**config.mk**
```make
export PLATFORM = sky130hd
export DESIGN_NAME = keyed_square_wave_generator
export DESIGN_NICKNAME = d
export VERILOG_FILES = /design/src/rtl/kswg_pkg.sv /design/src/rtl/kswg_div.sv /design/src/rtl/kswg_dp.sv /design/src/rtl/kswg_ctrl.sv /design/src/rtl/keyed_square_wave_generator.sv
export SDC_FILE = /design/constraint.sdc
export NUM_CORES = 1
export LEC_CHECK = 0
export BUFFER_PORTS_ARGS = -buffer_cell sky130_fd_sc_hd__clkbuf_2
export CAP_MARGIN = 20
export CORE_MARGIN = 2
export CORE_UTILIZATION = 65
export CTS_CLUSTER_SIZE = 8
export DETAILED_ROUTE_END_ITERATION = 10
export PLACE_DENSITY = 0.81
export SETUP_SLACK_MARGIN = 0.1
export SLEW_MARGIN = 10
export SYNTH_ARGS = -nofsm -noshare
export SYNTH_HDL_FRONTEND = slang
export SYNTH_SLANG_ARGS = --single-unit
```
**constraint.sdc**
```tcl
create_clock -name i_clk -period 8.46 [get_ports i_clk]
set_input_delay 0 -clock i_clk [delete_from_list [all_inputs] [get_ports i_clk]]
set_output_delay 0 -clock i_clk [all_outputs]
set_load 0.02 [all_outputs]
```
**src/rtl/kswg_pkg.sv**
```systemverilog
package kswg_pkg;

    // Field and state widths
    localparam int ELAPSED_W  = 4;
    localparam int DEBOUNCE_W = 10;
    localparam int HALF_W     = 8;
    localparam int CLOCK_W    = 32;
    localparam int CODE_W     = 12;
    localparam int AMP_W      = 5;
    localparam int MULT_W     = 4;
    localparam int CNT_W      = 3;
    // Phase plus one step of growth: at most 254 + 15 * 8
    localparam int ACC_W      = HALF_W + 1;
    localparam int CFG_IDX_W  = 1;
    localparam int CFG_DATA_W = DEBOUNCE_W;

    // Behavior constants
    localparam int MAX_STEP_MS = 15;
    localparam int DAC_MAX     = 4095;
    localparam int AMP_LO      = 5;
    localparam int AMP_HI      = 20;
    localparam int AMP_INC     = 5;
    localparam int MULT_TOP    = 8;
    localparam int MAX_RES     = 5;

    // Configuration register indexes and reset values
    localparam logic [CFG_IDX_W-1:0] CFG_DEBOUNCE = 1'b0;
    localparam logic [CFG_IDX_W-1:0] CFG_HALF     = 1'b1;
    localparam logic [DEBOUNCE_W-1:0] DEBOUNCE_RST = 10'd180;
    localparam logic [HALF_W-1:0]     HALF_RST     = 8'd40;

    // Controller to datapath commands
    typedef struct packed {
        logic load;
        logic key;
        logic trig;
        logic wave;
        logic div_latch;
        logic toggle;
        logic finish;
    } t_cmd;

    // Datapath to controller status
    typedef struct packed {
        logic key_go;
        logic trig_go;
        logic wave_go;
        logic wave_div;
        logic div_done;
        logic emit_left;
        logic emit_ok;
        logic out_free;
    } t_status;

    // DAC code of a high level, amplitude clamped to 5..20 V
    function automatic logic [CODE_W-1:0] high_code(input logic [AMP_W-1:0] amp);
        logic [CODE_W-1:0] c;
        case (amp)
            5'd0, 5'd1, 5'd2, 5'd3, 5'd4,
            5'd5:  c = CODE_W'((5 * DAC_MAX) / AMP_HI);
            5'd6:  c = CODE_W'((6 * DAC_MAX) / AMP_HI);
            5'd7:  c = CODE_W'((7 * DAC_MAX) / AMP_HI);
            5'd8:  c = CODE_W'((8 * DAC_MAX) / AMP_HI);
            5'd9:  c = CODE_W'((9 * DAC_MAX) / AMP_HI);
            5'd10: c = CODE_W'((10 * DAC_MAX) / AMP_HI);
            5'd11: c = CODE_W'((11 * DAC_MAX) / AMP_HI);
            5'd12: c = CODE_W'((12 * DAC_MAX) / AMP_HI);
            5'd13: c = CODE_W'((13 * DAC_MAX) / AMP_HI);
            5'd14: c = CODE_W'((14 * DAC_MAX) / AMP_HI);
            5'd15: c = CODE_W'((15 * DAC_MAX) / AMP_HI);
            5'd16: c = CODE_W'((16 * DAC_MAX) / AMP_HI);
            5'd17: c = CODE_W'((17 * DAC_MAX) / AMP_HI);
            5'd18: c = CODE_W'((18 * DAC_MAX) / AMP_HI);
            5'd19: c = CODE_W'((19 * DAC_MAX) / AMP_HI);
            default: c = CODE_W'(DAC_MAX);
        endcase
        return c;
    endfunction

endpackage

```
**src/rtl/kswg_div.sv**
```systemverilog
module kswg_div (
    input  logic                         i_clk,
    input  logic                         i_rst_n,
    input  logic                         i_start,
    input  logic [kswg_pkg::ACC_W-1:0]   i_dividend,
    input  logic [kswg_pkg::HALF_W-1:0]  i_divisor,
    output logic                         o_done,
    output logic [kswg_pkg::ACC_W-1:0]   o_quotient,
    output logic [kswg_pkg::HALF_W-1:0]  o_remainder
);
    import kswg_pkg::*;

    localparam int STEP_W = $clog2(ACC_W + 1);

    logic              r_busy, n_busy;
    logic [STEP_W-1:0] r_count, n_count;
    logic [ACC_W-1:0]  r_quo, n_quo;
    logic [HALF_W-1:0] r_rem, n_rem;
    logic [HALF_W-1:0] r_div, n_div;
    logic [HALF_W:0]   trial;
    logic [HALF_W:0]   diff;
    logic              fits;

    // One quotient bit per cycle, restoring
    always_comb begin
        trial = {r_rem, r_quo[ACC_W-1]};
        fits  = (trial >= {1'b0, r_div});
        diff  = trial - {1'b0, r_div};
        n_busy  = r_busy;
        n_count = r_count;
        n_quo   = r_quo;
        n_rem   = r_rem;
        n_div   = r_div;
        if (i_start) begin
            n_busy  = 1'b1;
            n_count = STEP_W'(ACC_W);
            n_quo   = i_dividend;
            n_rem   = '0;
            n_div   = i_divisor;
        end else if (r_busy) begin
            n_rem   = fits ? diff[HALF_W-1:0] : trial[HALF_W-1:0];
            n_quo   = {r_quo[ACC_W-2:0], fits};
            n_count = r_count - 1'b1;
            if (r_count == STEP_W'(1)) begin
                n_busy = 1'b0;
            end
        end
    end

    always_ff @(posedge i_clk) begin
        if (!i_rst_n) begin
            r_busy  <= 1'b0;
            r_count <= '0;
        end else begin
            r_busy  <= n_busy;
            r_count <= n_count;
        end
        r_quo <= n_quo;
        r_rem <= n_rem;
        r_div <= n_div;
    end

    assign o_done      = !r_busy;
    assign o_quotient  = r_quo;
    assign o_remainder = r_rem;

endmodule

```
**src/rtl/kswg_dp.sv**
```systemverilog
module kswg_dp (
    input  logic                             i_clk,
    input  logic                             i_rst_n,
    input  kswg_pkg::t_cmd                   i_cmd,
    output kswg_pkg::t_status                o_st,
    input  logic                             i_cfg_we,
    input  logic [kswg_pkg::CFG_IDX_W-1:0]   i_cfg_index,
    input  logic [kswg_pkg::CFG_DATA_W-1:0]  i_cfg_data,
    input  logic [kswg_pkg::ELAPSED_W-1:0]   i_elapsed_ms,
    input  logic                             i_freq_key,
    input  logic                             i_amp_up_key,
    input  logic                             i_amp_down_key,
    input  logic                             i_mode_key,
    input  logic                             i_trigger_level,
    input  logic                             i_out_ready,
    output logic                             o_out_valid,
    output logic [kswg_pkg::CODE_W-1:0]      o_dac_code,
    output logic                             o_wave_mark,
    output logic                             o_write_valid,
    output logic                             o_last_result
);
    import kswg_pkg::*;

    // Configuration
    logic [DEBOUNCE_W-1:0] r_debounce_ms;
    logic [HALF_W-1:0]     r_half_units;

    // Generator state
    logic [CLOCK_W-1:0] r_clock_ms, n_clock_ms;
    logic [CLOCK_W-1:0] r_key_ms, n_key_ms;
    logic [HALF_W-1:0]  r_phase, n_phase;
    logic [MULT_W-1:0]  r_mult, n_mult;
    logic [AMP_W-1:0]   r_amp, n_amp;
    logic               r_ext, n_ext;
    logic               r_on, n_on;
    logic               r_high, n_high;
    logic               r_prev_trig, n_prev_trig;

    // Request being worked on
    logic [ELAPSED_W-1:0] r_step, n_step;
    logic r_freq, n_freq, r_up, n_up, r_down, n_down, r_mode, n_mode, r_trig, n_trig;
    logic               r_restart, n_restart;
    logic [CNT_W-1:0]   r_n, n_n;
    logic [CNT_W-1:0]   r_left, n_left;

    // Held result, pushed once the next one shows whether it is the last
    logic               r_pend_valid, n_pend_valid;
    logic [CODE_W-1:0]  r_pend_code, n_pend_code;
    logic               r_pend_mark, n_pend_mark;

    // Output register
    logic               r_out_valid, n_out_valid;
    logic [CODE_W-1:0]  r_out_code, n_out_code;
    logic               r_out_mark, n_out_mark;
    logic               r_out_write, n_out_write;
    logic               r_out_last, n_out_last;

    logic [ELAPSED_W-1:0] step_sat;
    logic               key_open;
    logic               amp_up_chg, amp_dn_chg;
    logic               key_emit, key_emit_high;
    logic               trig_edge;
    logic [ELAPSED_W-1:0] dt;
    logic [2*MULT_W-1:0]  product;
    logic [ACC_W-1:0]   acc;
    logic [HALF_W-1:0]  divisor;
    logic               div_start, div_done;
    logic [ACC_W-1:0]   wraps;
    logic [HALF_W-1:0]  rem;
    logic [CNT_W-1:0]   room, shown;
    logic               out_free, emit_ok;
    logic               em, em_high;
    logic [CODE_W-1:0]  em_code;

    // Configuration writes
    always_ff @(posedge i_clk) begin
        if (!i_rst_n) begin
            r_debounce_ms <= DEBOUNCE_RST;
            r_half_units  <= HALF_RST;
        end else if (i_cfg_we) begin
            case (i_cfg_index)
                CFG_DEBOUNCE: r_debounce_ms <= i_cfg_data;
                CFG_HALF:     r_half_units  <= i_cfg_data[HALF_W-1:0];
                default:      ;
            endcase
        end
    end

    // Decode of the current request
    always_comb begin
        step_sat = (i_elapsed_ms > ELAPSED_W'(MAX_STEP_MS)) ?
                   ELAPSED_W'(MAX_STEP_MS) : i_elapsed_ms;
        key_open   = ((r_clock_ms - r_key_ms) >= CLOCK_W'(r_debounce_ms));
        amp_up_chg = (r_amp < AMP_W'(AMP_HI));
        amp_dn_chg = (r_amp > AMP_W'(AMP_LO));
        key_emit   = key_open && !r_freq &&
                     ((r_up && amp_up_chg && r_high) ||
                      (!r_up && r_down && amp_dn_chg && r_high) ||
                      (!r_up && !r_down && r_mode));
        key_emit_high = r_up || r_down;
        trig_edge  = r_ext && !r_prev_trig && r_trig;
        dt         = r_restart ? '0 : r_step;
        product    = dt * r_mult;
        acc        = ACC_W'(r_phase) + ACC_W'(product);
        divisor    = (r_half_units == '0) ? HALF_W'(1) : r_half_units;
        div_start  = i_cmd.wave && r_on && (dt != '0);
        room       = CNT_W'(MAX_RES) - r_n;
        shown      = (wraps > ACC_W'(room)) ? room : wraps[CNT_W-1:0];
        out_free   = !r_out_valid || i_out_ready;
        emit_ok    = !r_pend_valid || out_free;
    end

    kswg_div u_div (
        .i_clk       (i_clk),
        .i_rst_n     (i_rst_n),
        .i_start     (div_start),
        .i_dividend  (acc),
        .i_divisor   (divisor),
        .o_done      (div_done),
        .o_quotient  (wraps),
        .o_remainder (rem)
    );

    // Next state of the generator
    always_comb begin
        n_clock_ms  = r_clock_ms;
        n_key_ms    = r_key_ms;
        n_phase     = r_phase;
        n_mult      = r_mult;
        n_amp       = r_amp;
        n_ext       = r_ext;
        n_on        = r_on;
        n_high      = r_high;
        n_prev_trig = r_prev_trig;
        n_step      = r_step;
        n_freq      = r_freq;
        n_up        = r_up;
        n_down      = r_down;
        n_mode      = r_mode;
        n_trig      = r_trig;
        n_restart   = r_restart;
        n_left      = r_left;
        em          = 1'b0;
        em_high     = 1'b0;

        if (i_cmd.load) begin
            n_step     = step_sat;
            n_clock_ms = r_clock_ms + CLOCK_W'(step_sat);
            n_freq     = i_freq_key;
            n_up       = i_amp_up_key;
            n_down     = i_amp_down_key;
            n_mode     = i_mode_key;
            n_trig     = i_trigger_level;
            n_restart  = 1'b0;
        end

        // Keys in priority order behind the lockout
        if (i_cmd.key && key_open) begin
            if (r_freq) begin
                n_mult    = (r_mult >= MULT_W'(MULT_TOP)) ? MULT_W'(1) : r_mult + 1'b1;
                n_phase   = '0;
                n_restart = 1'b1;
                n_key_ms  = r_clock_ms;
            end else if (r_up) begin
                if (amp_up_chg) begin
                    n_amp = r_amp + AMP_W'(AMP_INC);
                end
                n_key_ms = r_clock_ms;
            end else if (r_down) begin
                if (amp_dn_chg) begin
                    n_amp = r_amp - AMP_W'(AMP_INC);
                end
                n_key_ms = r_clock_ms;
            end else if (r_mode) begin
                n_ext     = !r_ext;
                n_on      = r_ext;
                n_phase   = '0;
                n_restart = 1'b1;
                n_key_ms  = r_clock_ms;
            end
            em      = key_emit;
            em_high = key_emit_high;
        end

        // External trigger edge
        if (i_cmd.trig) begin
            n_prev_trig = r_trig;
            if (trig_edge) begin
                n_on      = 1'b1;
                n_phase   = '0;
                n_restart = 1'b1;
                em        = 1'b1;
                em_high   = 1'b1;
            end
        end

        // Output held off
        if (i_cmd.wave && !r_on) begin
            n_phase = '0;
            em      = 1'b1;
            em_high = 1'b0;
        end

        // Wraps counted: keep the remainder, fold the unreported toggles
        if (i_cmd.div_latch) begin
            n_phase = rem;
            n_high  = r_high ^ wraps[0] ^ shown[0];
            n_left  = shown;
        end

        if (i_cmd.toggle) begin
            n_left  = r_left - 1'b1;
            em      = 1'b1;
            em_high = !r_high;
        end

        if (em) begin
            n_high = em_high;
        end
    end

    // Result queue: held result and output register
    always_comb begin
        em_code      = em_high ? high_code(n_amp) : '0;
        n_pend_valid = r_pend_valid;
        n_pend_code  = r_pend_code;
        n_pend_mark  = r_pend_mark;
        n_n          = r_n;
        n_out_valid  = r_out_valid && !i_out_ready;
        n_out_code   = r_out_code;
        n_out_mark   = r_out_mark;
        n_out_write  = r_out_write;
        n_out_last   = r_out_last;
        if (em) begin
            if (r_pend_valid) begin
                n_out_valid = 1'b1;
                n_out_code  = r_pend_code;
                n_out_mark  = r_pend_mark;
                n_out_write = 1'b1;
                n_out_last  = 1'b0;
            end
            n_pend_valid = 1'b1;
            n_pend_code  = em_code;
            n_pend_mark  = em_high;
            n_n          = r_n + 1'b1;
        end
        if (i_cmd.finish) begin
            n_out_valid = 1'b1;
            n_out_last  = 1'b1;
            if (r_pend_valid) begin
                n_out_code  = r_pend_code;
                n_out_mark  = r_pend_mark;
                n_out_write = 1'b1;
            end else begin
                n_out_code  = r_high ? high_code(r_amp) : '0;
                n_out_mark  = r_high;
                n_out_write = 1'b0;
            end
            n_pend_valid = 1'b0;
            n_n          = '0;
        end
    end

    always_ff @(posedge i_clk) begin
        if (!i_rst_n) begin
            r_clock_ms   <= '0;
            r_key_ms     <= '0;
            r_phase      <= '0;
            r_mult       <= MULT_W'(1);
            r_amp        <= AMP_W'(AMP_HI);
            r_ext        <= 1'b0;
            r_on         <= 1'b1;
            r_high       <= 1'b0;
            r_prev_trig  <= 1'b0;
            r_restart    <= 1'b0;
            r_n          <= '0;
            r_left       <= '0;
            r_pend_valid <= 1'b0;
            r_out_valid  <= 1'b0;
        end else begin
            r_clock_ms   <= n_clock_ms;
            r_key_ms     <= n_key_ms;
            r_phase      <= n_phase;
            r_mult       <= n_mult;
            r_amp        <= n_amp;
            r_ext        <= n_ext;
            r_on         <= n_on;
            r_high       <= n_high;
            r_prev_trig  <= n_prev_trig;
            r_restart    <= n_restart;
            r_n          <= n_n;
            r_left       <= n_left;
            r_pend_valid <= n_pend_valid;
            r_out_valid  <= n_out_valid;
        end
        r_step      <= n_step;
        r_freq      <= n_freq;
        r_up        <= n_up;
        r_down      <= n_down;
        r_mode      <= n_mode;
        r_trig      <= n_trig;
        r_pend_code <= n_pend_code;
        r_pend_mark <= n_pend_mark;
        r_out_code  <= n_out_code;
        r_out_mark  <= n_out_mark;
        r_out_write <= n_out_write;
        r_out_last  <= n_out_last;
    end

    // Status back to the controller
    always_comb begin
        o_st.key_go    = !key_emit || emit_ok;
        o_st.trig_go   = !trig_edge || emit_ok;
        o_st.wave_go   = r_on || emit_ok;
        o_st.wave_div  = r_on && (dt != '0);
        o_st.div_done  = div_done;
        o_st.emit_left = (r_left != '0);
        o_st.emit_ok   = emit_ok;
        o_st.out_free  = out_free;
    end

    assign o_out_valid   = r_out_valid;
    assign o_dac_code    = r_out_code;
    assign o_wave_mark   = r_out_mark;
    assign o_write_valid = r_out_write;
    assign o_last_result = r_out_last;

endmodule

```
**src/rtl/kswg_ctrl.sv**
```systemverilog
module kswg_ctrl (
    input  logic                i_clk,
    input  logic                i_rst_n,
    input  logic                i_in_valid,
    output logic                o_in_ready,
    input  kswg_pkg::t_status   i_st,
    output kswg_pkg::t_cmd      o_cmd
);
    import kswg_pkg::*;

    typedef enum logic [6:0] {
        S_IDLE = 7'b0000001,
        S_KEY  = 7'b0000010,
        S_TRIG = 7'b0000100,
        S_WAVE = 7'b0001000,
        S_DIV  = 7'b0010000,
        S_EMIT = 7'b0100000,
        S_FIN  = 7'b1000000
    } t_state;

    t_state r_state, n_state;

    // Phase sequencing of one request
    always_comb begin
        n_state = r_state;
        o_cmd   = '0;
        case (r_state)
            S_IDLE: begin
                if (i_in_valid) begin
                    o_cmd.load = 1'b1;
                    n_state    = S_KEY;
                end
            end
            S_KEY: begin
                if (i_st.key_go) begin
                    o_cmd.key = 1'b1;
                    n_state   = S_TRIG;
                end
            end
            S_TRIG: begin
                if (i_st.trig_go) begin
                    o_cmd.trig = 1'b1;
                    n_state    = S_WAVE;
                end
            end
            S_WAVE: begin
                if (i_st.wave_go) begin
                    o_cmd.wave = 1'b1;
                    n_state    = i_st.wave_div ? S_DIV : S_FIN;
                end
            end
            S_DIV: begin
                if (i_st.div_done) begin
                    o_cmd.div_latch = 1'b1;
                    n_state         = S_EMIT;
                end
            end
            S_EMIT: begin
                if (!i_st.emit_left) begin
                    n_state = S_FIN;
                end else if (i_st.emit_ok) begin
                    o_cmd.toggle = 1'b1;
                end
            end
            S_FIN: begin
                if (i_st.out_free) begin
                    o_cmd.finish = 1'b1;
                    n_state      = S_IDLE;
                end
            end
            default: n_state = S_IDLE;
        endcase
    end

    always_ff @(posedge i_clk) begin
        if (!i_rst_n) begin
            r_state <= S_IDLE;
        end else begin
            r_state <= n_state;
        end
    end

    assign o_in_ready = (r_state == S_IDLE);

endmodule

```
**src/rtl/keyed_square_wave_generator.sv**
```systemverilog
// Channel   Handshake                      Payload
// input     i_in_valid / o_in_ready        elapsed ms, four keys, trigger level
// output    o_out_valid / i_out_ready      DAC code, marker, write flag, last flag
// config    i_cfg_we (no wait)             i_cfg_index, i_cfg_data
//
// A request that advances the phase runs through the 9-step phase divider and then
// reports each wave toggle (up to 5) in turn; other requests skip the divider.
// Results leave through one output register, one per cycle while the output is not stalled.
// A stalled output holds the sequencer only when a result must be pushed.
// Reset is synchronous and active low; it restores the control state and both registers, not the data fields.
module keyed_square_wave_generator (
    input  logic                             i_clk,
    input  logic                             i_rst_n,
    input  logic                             i_cfg_we,
    input  logic [kswg_pkg::CFG_IDX_W-1:0]   i_cfg_index,
    input  logic [kswg_pkg::CFG_DATA_W-1:0]  i_cfg_data,
    input  logic                             i_in_valid,
    output logic                             o_in_ready,
    input  logic [kswg_pkg::ELAPSED_W-1:0]   i_elapsed_ms,
    input  logic                             i_freq_key,
    input  logic                             i_amp_up_key,
    input  logic                             i_amp_down_key,
    input  logic                             i_mode_key,
    input  logic                             i_trigger_level,
    output logic                             o_out_valid,
    input  logic                             i_out_ready,
    output logic [kswg_pkg::CODE_W-1:0]      o_dac_code,
    output logic                             o_wave_mark,
    output logic                             o_write_valid,
    output logic                             o_last_result
);
    import kswg_pkg::*;

    t_cmd    w_cmd;
    t_status w_st;

    kswg_ctrl u_ctrl (
        .i_clk      (i_clk),
        .i_rst_n    (i_rst_n),
        .i_in_valid (i_in_valid),
        .o_in_ready (o_in_ready),
        .i_st       (w_st),
        .o_cmd      (w_cmd)
    );

    kswg_dp u_dp (
        .i_clk           (i_clk),
        .i_rst_n         (i_rst_n),
        .i_cmd           (w_cmd),
        .o_st            (w_st),
        .i_cfg_we        (i_cfg_we),
        .i_cfg_index     (i_cfg_index),
        .i_cfg_data      (i_cfg_data),
        .i_elapsed_ms    (i_elapsed_ms),
        .i_freq_key      (i_freq_key),
        .i_amp_up_key    (i_amp_up_key),
        .i_amp_down_key  (i_amp_down_key),
        .i_mode_key      (i_mode_key),
        .i_trigger_level (i_trigger_level),
        .i_out_ready     (i_out_ready),
        .o_out_valid     (o_out_valid),
        .o_dac_code      (o_dac_code),
        .o_wave_mark     (o_wave_mark),
        .o_write_valid   (o_write_valid),
        .o_last_result   (o_last_result)
    );

    // A taken request closes the input until its results are queued
    a_one_request: assert property (@(posedge i_clk) disable iff (!i_rst_n)
        (i_in_valid && o_in_ready) |=> !o_in_ready)
        else $error("input reopened right after a request");

    // The sequencer issues at most one phase command per cycle
    a_cmd_onehot: assert property (@(posedge i_clk) disable iff (!i_rst_n)
        $onehot0(w_cmd))
        else $error("more than one datapath command");

    // A pass without a DAC write yields a single, final result
    a_nowrite_last: assert property (@(posedge i_clk) disable iff (!i_rst_n)
        (o_out_valid && !o_write_valid) |-> o_last_result)
        else $error("no-write result not marked last");

    // A low write always carries code zero
    a_low_code: assert property (@(posedge i_clk) disable iff (!i_rst_n)
        (o_out_valid && o_write_valid && !o_wave_mark) |-> (o_dac_code == '0))
        else $error("low write with nonzero code");

endmodule

```
# Word-level counts from Yosys, hierarchy flattened
# Memory sizes are Yosys's and may differ from the RTL's. A register that Yosys moved wholly into a read port is not among the register bits.
# Cells that the tools add are included.
# classes
addsub	11
multipliers	1
div_mod_pow	0
n_lt_le_gt_ge	7
eq_ne	15
shift	0
n_mux	101
bitwise_logic	7
reduce_logical	57
# ops
op	n
$mux 32	4
$mux 8	10
$mux 12	5
$mux 1	56
$mux 7	8
$pmux 7 s7	1
$mux 5	7
$add 32x4->32	1
$ge 32x10->1	1
$sub 32x32->32	1
$mux 4	5
$mux 9	2
$logic_and 1x1->1	17
$logic_not 1->1	13
$reduce_and 2->1	6
$reduce_bool 2->1	5
$add 8x8->9	1
$ge 9x8->1	1
$gt 9x3->1	1
$mux 3	3
$logic_not 8->1	1
$logic_or 1x1->1	8
$mul 4x4->8	1
$ne 2x1->1 const B	4
other kinds (28)	37
# word_totals
register_bits	174
latch_bits	0
ram_bits	0
romBits	768
input_bits	25
out_inout_bits	17
wordCells	235
memories	2
# memory_table
name	depth	width	rd	rd_ports_with_merged_regs	wr	line_no	rtl
(no name shown)	32	12	1	1	0	kswg_pkg.sv:58	case (amp)
(no name shown)	32	12	1	1	0	kswg_pkg.sv:58	

# Logic depth before layout (Yosys ltp)
# Gate-level depths: netlist of run 1.
# depth
ltp_word	19
mapped_depth	26
mapped_depth_nobuf	26

# Cells and area by module
# Synthesis of run 1 repeated with hierarchy kept, for this count alone.
# hier_totals
cells_unflattened	1507
area_unflattened_um2	13023.7
# modules_own_cells
module	instances	cells_each	area_per_inst_um2	seq_area_each_um2
kswg_dp	1	1268	10739.0	3263.1
kswg_div	1	166	1690.4	770.7
kswg_ctrl	1	73	594.3	140.1

# Least setup slack after synthesis of run 1
# No wires, ideal clock.
# synth_timing
kind	reg-to-reg
start	register u_dp.r_clock_ms[0]
end	register (tool-made name)
setup_ns	0.117
arrival_ns	5.158
required_time_ns	8.343
slack_ns	3.185
path_stages_with_launch	26
path_buffers	0
synth_period_minus_slack_ns	5.275
path_cell_list	dfxtp_1 -> inv_1 -> ha_1 -> fa_1 -> nand2b_1 -> a21oi_1 -> nor2_1 -> xnor2_1 -> ha_1 -> a21o_1 -> a221o_1 -> a32o_1 -> nor4_2 -> nand4_1 -> nor4_1 -> nand4_1 -> nor4_2 -> nor2_1 -> xnor2_2 -> inv_1 -> and2_1 -> inv_1 -> ha_1 -> nor3_1 -> a21oi_1 -> o22a_1
# synth_lines
item	line_no	rtl
from (decl)	kswg_dp.sv:29	logic [CLOCK_W-1:0] r_clock_ms, n_clock_ms;
from (signal assigned)	kswg_dp.sv:281	r_clock_ms <= n_clock_ms;

==> summary.txt, run 1 <==
Run status
  • Status: complete, no violations

Clocking
  • Resized cells post-CTS: 0
  • Max clock buf depth: 2
  • # H-tree levels: 4
  • Clk slew on worst S/H paths: 0.08 ns
  • TritonCTS clock tree: yes
  • Clk sinks: 186
  • Post-CTS setup buffer count: 0
  • CTS root buffer: clkbuf_16
  • Clock Latency Late Sink: ~0.43 ns
  • TritonCTS buffer count: 17

GRT
  • Vias in the first global route: between 9000 and 10000
  • Gr ovfl total: 0
  • Largest net degree at the start of global routing: just under 90
  • First-pass GRT wire length: 46.4 mm
  • Initial antenna violation count: 0
  • GRT Util Overall: 0.281

Yosys
  • Post-synthesis simple-gate area fraction: 0.218
  • Cells after synthesis: ~1400
  • Post-synth top area share: 0.229
  • Synth unique cells: 101
  • Post-synth EDFFs: 45
  • Syn Nets: between 1500 and 2000
  • Synth area leaders: dfxtp_1 (23%), edfxtp_1 (11%), ha_1 (9.6%)
  • Largest family of logic cells by synthesized area: simple AND/OR/NAND/NOR gates
  • Ys async rst share: 0
  • Count leader, synth: nand2_1
  • Post-synthesis compound-gate area fraction: 0.182
  • Top cells by count, synth: nand2_1 (171), dfxtp_1 (141), inv_1 (121), ha_1 (95), nor2_1 (75)
  • Average size of a mapped cell: 8.64 sq um
  • Post-synth top area cell: dfxtp_1
  • Syn Std Cell Area: around 12000 sq um
  • Yosys reg bits: ~190
  • Mux contribution to synthesized area: 0.0404
  • Synth warn: 0
  • Synth Area in Adders: 0.116
  • Dominant synthesized flop cell: dfxtp_1
  • XOR/XNOR Fraction of Synth Area: 0.0447
  • Post-synthesis sequential area ratio: 0.338

Cells and area
  • Layout Cells excl Fill: between 1500 and 2000
  • Post-Route Utilization: 0.719
  • Layout area overhead: 8.54%
  • Nets@finish: about 1600
  • Ant diodes: 0
  • Finished layout cell area: roughly 13000 sq um
  • Share of post-route cells with drive strength above 1: 0.0769

Drt
  • Vias: 10200
  • DRT met1 WL: ~12 mm
  • Drt first-iter violations: 653
  • Drt pass-1 iters: 5
  • DRC violations left: 0
  • Routed WL: ~27 mm
  • Via density per instance: between 5 and 6
  • DR WL/cell: 16.0 microns
  • Antenna viol nets, final: 0
  • Routed wl met3: 1.15 mm
  • Met2 Wirelength: roughly 13 mm
  • Max layer used: met4

STA
  • RSZ-0062 raised after global routing: false
  • Setup_tns: 0 ns
  • Hold slack: 0.0669 ns
  • Clk_skew: ~0.0091 ns
  • Final worst setup slack: between 2 and 2.5 ns
  • Fin crit period: about 6 ns
  • Rel. slew slack: 0.261
  • Slew Viols, Final: 0
  • Fmax: around 160 MHz
  • Slew @ Worst Pin: ~1.1 ns
  • Post-route clock period utilization: 0.717
  • Setup Viol. Count Final: 0
  • Fin. Hold Viols: 0

Setup path
  • Required @ worst endpoint: 8.79 ns
  • WS Path Type: flop to flop
  • WP data arrival: 6.40 ns
  • Startpoint Class: flop
  • CP top delay family: simple AND/OR/NAND/NOR gates
  • Worst Path Max Fanout: 9
  • Worst path bufs/invs: 3
  • Endpoint class of the critical path: flop
  • Critical Path Slowest Stage Cell: xnor2_2
  • Slowest stage delay, CP: 0.41 ns

Floorplanning
  • Core Rows: 50
  • Initial core utilization: 0.662
  • Core Region: roughly 19000 sq um
  • Die height: ~140 microns
  • Die ar.: around 20000 sq um
  • Die width: 142 microns
  • IO Count: between 40 and 50

Placement
  • Dpl hpwl: between 15 and 20 mm
  • Dpl cells: approximately 1600
  • Placement Cell Area: around 13000 sq um
  • Number of port buffers: 41
  • Placement Setup Slack: roughly 2.4 ns
  • Placer Congestion: about 0.93

Power and ir drop
  • Leak pwr: approximately 5.7 nW
  • PD cells: roughly 210 nW/um^2
  • Worst VDD drop: around 0.00017 V
  • Total chip power: ~2.9 mW

Hold path
  • Hold Path Class: input port to flop

Flow run
  • Max-cap violations: 0
[routing by layer]
layer | up-vias | track usage
met4 | 0 | 0.0968
met1 | 4806 | 0.369
met5 | - | 0
met3 | 52 | 0.0422
li1 | 5092 | -
met2 | 237 | 0.478
[cell families after synthesis]
| logic type | count (synthesis) |
|---|---|
| adder cells (fa/ha/maj) | 107 |
| multiplexers | 49 |
| buffers and inverters | 182 |
| flip-flops | 186 |
| AND/OR/NAND/NOR | 523 |
| AO/OA/AOI/OAI | 322 |
| XOR/XNOR | 60 |
[report_power, final]
part | internal, mW | switching [mW] | leakage [nW]
registers | 0.972 | 0.0657 | 1.56
clock network | 0.421 | 0.385 | 0.290
logic | 0.428 | 0.590 | 3.84
[worst paths after layout]
path	start	end	slack (ns)	cells after the start
max	u_dp.r_clock_ms[0]$_SDFFE_PN0P_	flop	2.40	25
max reg2reg	u_dp.r_clock_ms[0]$_SDFFE_PN0P_	flop	2.40	25
min reg2reg	u_dp.o_last_result$_SDFFE_PP1P_	u_dp.o_last_result$_SDFFE_PP1P_	0.45	2
min	i_cfg_we	u_dp.r_half_units[3]$_SDFFE_PN1P_	0.07	4
[area by class of cell]
class / instances / area (sq um)
clock buffer: 18 / 429
clock inverter: 14 / 158
fill: 1454 / 5240
inverter: 124 / 465
multi-input combinational: 1061 / 7430
sequential: 186 / 4170
tap: 234 / 293
timing repair buffer: 67 / 455
[worst register-to-register path, delay by kind of cell (launching register included)]
| family | cells | cell delay [ns] |
|---|---|---|
| xor+xnor | 2 | 0.56 |
| flops | 1 | 0.38 |
| buf+inv | 3 | 0.42 |
| compound gates | 6 | 1.31 |
| simple gates | 10 | 2.18 |
| fa+ha+maj | 4 | 1.14 |
[state kept, by name, summed over array words and instances (netlist names), 3 cells and up, named ones only]
register and count:
u_dp.u_div.r_div 8, u_dp.u_div.o_quotient 9, u_dp.r_half_units 8, u_dp.o_dac_code 8
u_dp.r_debounce_ms 10, u_dp.r_n 3, u_ctrl.r_state 7, u_dp.r_amp 5
u_dp.r_pend_code 8, u_dp.r_left 3, u_dp.r_key_ms 32, u_dp.r_step 4
u_dp.r_clock_ms 32, u_dp.r_phase 8, u_dp.u_div.r_count 4, u_dp.u_div.o_remainder 8
u_dp.r_mult 4
[placed cells by master (no fill, tap or decap), drive strengths merged, types with 30 or more instances in the layout]
| cell | netlist | routed |
|---|---|---|
| dfxtp | 141 | 141 |
| and2 | 44 | 44 |
| a21boi | 30 | 30 |
| ha | 95 | 95 |
| xnor2 | 39 | 39 |
| inv | 121 | 129 |
| nor2b | 54 | 54 |
| a21oi | 71 | 71 |
| nor2 | 77 | 77 |
| edfxtp | 45 | 45 |
| nand2 | 172 | 172 |
| clkbuf | 36 | 58 |
| o21ai | 69 | 69 |
| nand3 | 37 | 37 |
| mux2i | 45 | 45 |
[timing repair]
item / CTS / global route
hold buffers: 22 / 0
hold endpoints to repair: 34 / 0
setup endpoints to repair: 0 / 0
Note: power is estimated with default switching activity, not from simulation.
==> run 2: changes to the inputs <==
--- a/config.mk
+++ b/config.mk
@@ -8,10 +8,10 @@
 export BUFFER_PORTS_ARGS = -buffer_cell sky130_fd_sc_hd__clkbuf_2
 export CAP_MARGIN = 20
 export CORE_MARGIN = 2
-export CORE_UTILIZATION = 65
+export CORE_UTILIZATION = 57
 export CTS_CLUSTER_SIZE = 8
 export DETAILED_ROUTE_END_ITERATION = 10
-export PLACE_DENSITY = 0.81
+export PLACE_DENSITY = 0.75
 export SETUP_SLACK_MARGIN = 0.1
 export SLEW_MARGIN = 10
 export SYNTH_ARGS = -nofsm -noshare
==> constraint.sdc (replaced) <==
create_clock -name i_clk -period 5.4 [get_ports i_clk]
set_input_delay 0 -clock i_clk [delete_from_list [all_inputs] [get_ports i_clk]]
set_output_delay 0 -clock i_clk [all_outputs]
set_load 0.02 [all_outputs]
==> run 2 against run 1 <==
Compared with the run above:
- final cell count is 4.4% higher
- first-iteration DRC count is 8.9% lower
- sequential share of layout area is 1.3 points lower
- non-clock buffer count is 34 higher
- highest routed layer unchanged
==> summary.txt, run 2 (synthesis gave the netlist of run 1 again) <==
Run status
  • Status: complete, no violations

Drt
  • DR WL/cell: 15.9 microns (-0.48%)
  • Drt pass-1 iters: 5 (unchanged)
  • Antenna viol nets, final: 0 (unchanged)
  • Drt first-iter violations: 595 (-8.9%)
  • DRC violations left: 0 (unchanged)
  • Via density per instance: 5.78 (-3.3%)
  • Vias: 10300 (+0.91%)
  • Routed WL: 28.2 mm (+3.9%)

Clocking
  • TritonCTS clock tree: yes
  • Clk sinks: 186 (unchanged)
  • Max clock buf depth: 2 (unchanged)
  • CTS root buffer: clkbuf_16
  • # H-tree levels: 4 (unchanged)
  • TritonCTS buffer count: 17 (unchanged)
  • Clock Latency Late Sink: 0.44 ns (about the same)
  • Clk slew on worst S/H paths: 0.07 ns (about the same)

GRT
  • Vias in the first global route: 9857 (+0.071%)
  • Largest net degree at the start of global routing: 93 (+6.9%)
  • Initial antenna violation count: 0 (unchanged)
  • GRT Util Overall: 0.253 (-0.0285)
  • Gr ovfl total: 0 (unchanged)
  • First-pass GRT wire length: 46.8 mm (+0.83%)

Setup path
  • Critical Path Source: u_dp.r_key_ms[2]$_SDFFE_PN0P_
  • WP data arrival: 5.47 ns (-0.93 ns)
  • Worst Path Max Fanout: 4 (-5)
  • Reg2reg start: u_dp.r_key_ms[2]$_SDFFE_PN0P_
  • Required @ worst endpoint: 5.72 ns (-3.07 ns)
  • Endpoint class of the critical path: flop
  • WS Path Type: flop to flop
  • Critical Path Slowest Stage Cell: or3_1
  • Worst Reg2Reg Path Length in Cells: 25 (unchanged)
  • Startpoint Class: flop
  • Slowest stage delay, CP: 0.35 ns (-0.06 ns)
  • Reg2Reg Setup Slack: 0.24 ns (-2.15 ns)

STA
  • Fin crit period: 5.16 ns (-0.908 ns)
  • Slew Viols, Final: 0 (unchanged)
  • Setup_tns: 0 ns (unchanged)
  • Clk_skew: 0.0139 ns (+0.00480 ns)
  • Fmax: 194 MHz (+18%)
  • Hold slack: 0.0416 ns (-0.0254 ns)
  • Fin. Hold Viols: 0 (unchanged)
  • Final worst setup slack: 0.245 ns (-2.15 ns)
  • Setup Viol. Count Final: 0 (unchanged)
  • Slew @ Worst Pin: 1.10 ns (-0.00705 ns)
  • Rel. slew slack: 0.266 (+0.00472)
  • RSZ-0062 raised after global routing: true
  • Post-route clock period utilization: 0.955 (+0.238)

Floorplanning
  • Die width: 151 microns (+6.6%)
  • IO Count: 42 (unchanged)
  • Die height: 151 microns (+6.6%)
  • Core Region: 21200 sq um (+13%)
  • Initial core utilization: 0.584 (-0.0786)
  • Core Rows: 53 (+6.0%)
  • Die ar.: 22900 sq um (+14%)

Power and ir drop
  • Worst VDD drop: 0.000188 V (+7.4%)
  • PD cells: 330 nW/um^2 (+55%)
  • Leak pwr: 5.88 nW (+3.3%)

Placement
  • Dpl hpwl: 20.0 mm (+1.8%)
  • Dpl cells: 1703 (+3.3%)
  • Placement Setup Slack: -0.0196 ns (-2.46 ns)
  • Placement Cell Area: 12700 sq um (+1.3%)
  • Number of port buffers: 41 (unchanged)
  • Placer Congestion: 0.918 (-1.3%)

Hold path
  • Hold path cells: 2 (-2)
  • Hold Path Class: input port to flop
  • Min-delay src: i_rst_n

Cells and area
  • Ant diodes: 0 (unchanged)
  • Nets@finish: 1623 (+2.1%)
  • Finished layout cell area: 14000 sq um (+4.3%)
  • Share of post-route cells with drive strength above 1: 0.126 (+0.0495)
  • Layout area overhead: 13.2%
  • Top flop regs: u_dp.r_clock_ms x32, u_dp.r_key_ms x32, u_dp.r_debounce_ms x10
  • Layout Cells excl Fill: 1779 (+4.4%)
  • Commonest non-fill, non-tap cell in the layout: nand2_1
  • Most frequent cells in the layout: nand2_1 (170), dfxtp_1 (139), inv_1 (116)

Flow run
  • Max-cap violations: 0 (unchanged)
-- run 2: cell types whose count changed in the layout (fill, tap and decap cells not counted), moves of 3 or more --
cell	before	now
a211oi_1	16	13
a211oi_2	2	5
a21oi_1	67	64
buf_4	4	31
buf_6	0	7
ha_1	95	84
ha_2	0	5
ha_4	0	6
inv_1	121	116
inv_2	0	4
inv_8	4	1
o21ai_0	57	53
-- run 2: how the worst max path moves through the flow --
stage	endpoint	slack (ns)	depth (start not counted)
global route	flop	-0.05	26
detailed placement	flop	-0.02	25
CTS	flop	0.11	25
global placement	flop	0.17	25
finish	flop	0.24	25
floorplan	flop	0.12	25
-- run 2: final cells by class --
cell class                 instances  area (sq um)
inverter                         124           468
fill                            1752          7180
clock inverter                    13           144
clock buffer                      19           433
tap                              275           344
sequential                       186          4180
timing repair buffer             101           747
multi-input combinational       1061          7660
-- run 2: worst max-delay path, delay by kind of cell (launching register included) --
kind            cells  cell delay (ns)
xor+xnor            2             0.32
fa+ha+maj           3             0.79
flops               1             0.34
compound gates      4             0.95
buf+inv             4             0.46
simple gates       11             2.08
mux                 1             0.09
-- run 2: metal layers --
layer  up-vias  GRT usage  wire length (microns)
li1       5160          -                      -
met1      4828      0.323                  12900
met2       234      0.436                  13600
met3        58     0.0461                   1160
met4         0     0.0780                    642
met5         -          0                      0
-- run 2: stage by stage --
stage          utilization  power [mW]
3_5_place_dp         0.603        3.22
5_1_grt              0.661        4.87
2_1_floorplan            -        2.85
6_report             0.661        4.61
4_1_cts              0.641        4.51
3_3_place_gp         0.603        3.19
-- run 2: where the power goes --
group / leakage [nW] / switching, mW / internal, mW
logic: 4.05 / 0.994 / 0.744
registers: 1.56 / 0.0963 / 1.52
clock network: 0.278 / 0.568 / 0.688
-- run 2: repair_timing --
item	CTS	global route
endpoints found under the setup margin	8	27
pin swaps	2	38
gates resized for setup	3	67
hold endpoints to repair	29	0
buffers inserted	1	23
hold buffers	21	0
==> run 3: changes to the inputs <==
--- a/config.mk
+++ b/config.mk
@@ -11,8 +11,9 @@
 export CORE_UTILIZATION = 57
 export CTS_CLUSTER_SIZE = 8
 export DETAILED_ROUTE_END_ITERATION = 10
-export PLACE_DENSITY = 0.75
-export SETUP_SLACK_MARGIN = 0.1
+export GPL_TIMING_DRIVEN = 1
+export PLACE_DENSITY = 0.77
+export SETUP_SLACK_MARGIN = 0.5
 export SLEW_MARGIN = 10
 export SYNTH_ARGS = -nofsm -noshare
 export SYNTH_HDL_FRONTEND = slang
==> run 3 against run 2 <==
Compared with the run above:
- final cell count grew 0.11%
- clock-buffer cell count decreased by 2
- design area is 0.73% higher
- critical path depth down 4
- largest power group unchanged
- clock skew about the same
- global-route usage grew 0.64 points
- die area stayed put
==> summary.txt, run 3 (synthesis gave the netlist of run 1 again) <==
Floorplanning
  • Core Rows: 53 (unchanged)
  • IO Count: 42 (unchanged)
  • Initial core utilization: 0.584 (unchanged)
  • Die width: 151 microns (unchanged)
  • Die height: 151 microns (unchanged)
  • Die ar.: 22900 sq um (unchanged)
  • Core Region: 21200 sq um (unchanged)

STA
  • Fin crit period: 4.99 ns (-0.164 ns)
  • Setup Viol. Count Final: 0 (unchanged)
  • Fmax: 200 MHz (+3.3%)
  • Fin. Hold Viols: 0 (unchanged)
  • Slew Viols, Final: 0 (unchanged)
  • Setup_tns: 0 ns (unchanged)
  • Hold slack: 0.0295 ns (-0.0121 ns)
  • RSZ-0062 raised after global routing: true
  • Final worst setup slack: 0.409 ns (+0.164 ns)
  • Rel. slew slack: 0.411 (+0.145)
  • Clk_skew: 0.0136 ns (-0.000253 ns)
  • Post-route clock period utilization: 0.924 (-0.0303)
  • Slew @ Worst Pin: 0.876 ns (-0.221 ns)

GRT
  • GRT Util Overall: 0.259 (+0.00637)
  • Largest net degree at the start of global routing: 70 (-25%)
  • Initial antenna violation count: 0 (unchanged)
  • Vias in the first global route: 10100 (+2.0%)
  • Gr ovfl total: 0 (unchanged)
  • First-pass GRT wire length: 47.7 mm (+2.0%)

Cells and area
  • Most frequent cells in the layout: nand2_1 (169), dfxtp_1 (139), inv_1 (117)
  • Layout Cells excl Fill: 1781 (+0.11%)
  • Post-Route Utilization: 0.665 (+0.00485)
  • Layout area overhead: 14.0%
  • Finished layout cell area: 14100 sq um (+0.73%)
  • Ant diodes: 0 (unchanged)
  • Commonest non-fill, non-tap cell in the layout: nand2_1
  • Top flop regs: u_dp.r_clock_ms x32, u_dp.r_key_ms x32, u_dp.r_debounce_ms x10
  • Nets@finish: 1625 (+0.12%)
  • Seq. cell area: 4180 sq um (unchanged)
  • Fillcell total: 1682 (-4.0%)
  • Share of post-route cells with drive strength above 1: 0.127 (+0.000496)
  • Multi-input logic area: 7720 sq um (+0.78%)

Clocking
  • Clock Latency Late Sink: 0.45 ns (about the same)
  • Max clock buf depth: 2 (unchanged)
  • TritonCTS buffer count: 17 (unchanged)
  • Clk slew on worst S/H paths: 0.08 ns (about the same)
  • # H-tree levels: 4 (unchanged)
  • CTS root buffer: clkbuf_16
  • Clk sinks: 186 (unchanged)
  • TritonCTS clock tree: yes

Power and ir drop
  • Leak pwr: 5.95 nW (+1.2%)
  • Sw Pwr: 1.71 mW (+3.3%)
  • Clk pwr share: 0.286 (+0.014)
  • PD cells: 338 nW/um^2 (+2.3%)
  • Switching Fraction: 0.360 (+0.000920)
  • Gate power share: 0.372 (-0.005)
  • Seq pwr share: 0.343 (-0.008)
  • Total chip power: 4.75 mW (+3.0%)
  • Internal Power: 3.04 mW (+2.9%)
  • Worst VDD drop: 0.000226 V (+20%)

Setup path
  • Critical Path Slowest Stage Cell: a2111oi_0
  • Startpoint Class: flop
  • WP data arrival: 5.19 ns (-0.28 ns)
  • RR Endpoint: u_dp.r_pend_code[1]$_SDFFCE_PN0P_
  • Reg2Reg Setup Slack: 0.41 ns (+0.16 ns)
  • CP top delay family: compound AO/OA/AOI/OAI gates
  • Critical Path Source: u_dp.r_key_ms[2]$_SDFFE_PN0P_
  • Worst path bufs/invs: 2 (-2)
  • Levels on crit path: 21 (-16%)
  • Required @ worst endpoint: 5.60 ns (-0.12 ns)
  • Worst Path Max Fanout: 6 (+2)
  • Endpoint class of the critical path: flop
  • WS Path Type: flop to flop
  • Slowest stage delay, CP: 0.39 ns (+0.04 ns)
  • Worst-path cell chain: inv_1 -> ha_2 -> o211ai_1 -> a21oi_2 -> nand2b_1 -> a21oi_2 -> xnor2_2 -> ha_1 -> nand2_1 -> o21ai_0 -> a2111oi_0 -> o2111a_1 -> nand4_1 -> nor4_1 -> and4_1 -> and3_2 -> buf_4 -> a2bb2oi_4 -> o21ai_0 -> o22ai_1 -> nor3_2
  • Reg2reg start: u_dp.r_key_ms[2]$_SDFFE_PN0P_
  • CP Capture Point: u_dp.r_pend_code[1]$_SDFFCE_PN0P_
  • Worst Reg2Reg Path Length in Cells: 21 (-16%)

Drt
  • Routed WL: 28.6 mm (+1.4%)
  • DR WL/cell: 16.1 microns (+1.3%)
  • Drt pass-1 iters: 6 (+1)
  • Vias: 10400 (+1.2%)
  • Via density per instance: 5.84 (+1.1%)
  • Antenna viol nets, final: 0 (unchanged)
  • DRC violations left: 0 (unchanged)
  • Drt first-iter violations: 645 (+8.4%)

Placement
  • Dpl cells: 1696 (-0.41%)
  • Placer Congestion: 0.920 (+0.24%)
  • Placement Setup Slack: 0.00999 ns (+0.0296 ns)
  • Placement Cell Area: 12700 sq um (-0.28%)
  • Dpl hpwl: 20.3 mm (+1.8%)
  • Number of port buffers: 41 (unchanged)

Run status
  • Status: complete, no violations

Hold path
  • Min-delay src: i_cfg_we
  • Hold Path Class: input port to flop

Flow run
  • Max-cap violations: 0 (unchanged)
-- run 3: worst reg2reg max path, stage by stage, from the launching register on --
cell and delay [ns]:
dfxtp_1 0.34, inv_1 0.05, ha_2 0.38, o211ai_1 0.13, a21oi_2 0.20, nand2b_1 0.19
a21oi_2 0.08, xnor2_2 0.14, ha_1 0.32, nand2_1 0.10, o21ai_0 0.08, a2111oi_0 0.39
o2111a_1 0.25, nand4_1 0.11, nor4_1 0.31, and4_1 0.29, and3_2 0.29, buf_4 0.22
a2bb2oi_4 0.30, o21ai_0 0.23, o22ai_1 0.29, nor3_2 0.06
-- run 3: power by group through the flow --
stage          Clock [mW]  Sequential (mW)  Combinational (mW)
2_1_floorplan           0             1.62                1.25
3_3_place_gp            0             1.65                1.52
3_5_place_dp            0             1.65                1.56
4_1_cts              1.37             1.62                1.68
5_1_grt              1.44             1.64                1.95
6_report             1.36             1.63                1.77
-- run 3: timing repair --
item,CTS,global route
pin swaps,23,9
gates cloned,2,0
endpoints found under the setup margin,16,60
buffers inserted,17,10
hold endpoints to repair,37,0
resized for setup,35,22
hold buffers,22,0
-- run 3: worst min path at each step --
| stage | to | slack [ns] | cells past startpoint |
|---|---|---|---|
| 5_1_grt | u_dp.r_debounce_ms[6]$_SDFFE_PN0P_ | 0.06 | 4 |
| 3_5_place_dp | u_dp.r_down$_DFFE_PP_ | 0.18 | 1 |
| 3_3_place_gp | u_dp.r_down$_DFFE_PP_ | 0.18 | 1 |
| 4_1_cts | u_dp.r_debounce_ms[0]$_SDFFE_PN0P_ | 0.01 | 4 |
| 6_report | u_dp.r_debounce_ms[0]$_SDFFE_PN0P_ | 0.03 | 4 |
| 2_1_floorplan | u_dp.r_down$_DFFE_PP_ | 0.1 | 0 |
-- run 3: final cells by class --
type | count | area share
Clock buffer | 17 | 0.0302
Clock inverter | 15 | 0.0144
Inverter | 124 | 0.0332
Multi-Input combinational cell | 1062 | 0.549
Sequential cell | 186 | 0.297
Tap cell | 275 | 0.0244
Timing Repair Buffer | 102 | 0.0524
-- run 3: per-layer routing --
metal | vias to the layer above | part of all wire | GRT usage
li1 | 5153 | - | -
met1 | 4886 | 0.44 | 0.323
met2 | 301 | 0.49 | 0.452
met3 | 64 | 0.047 | 0.0425
met4 | 0 | 0.027 | 0.0963
met5 | - | 0 | 0
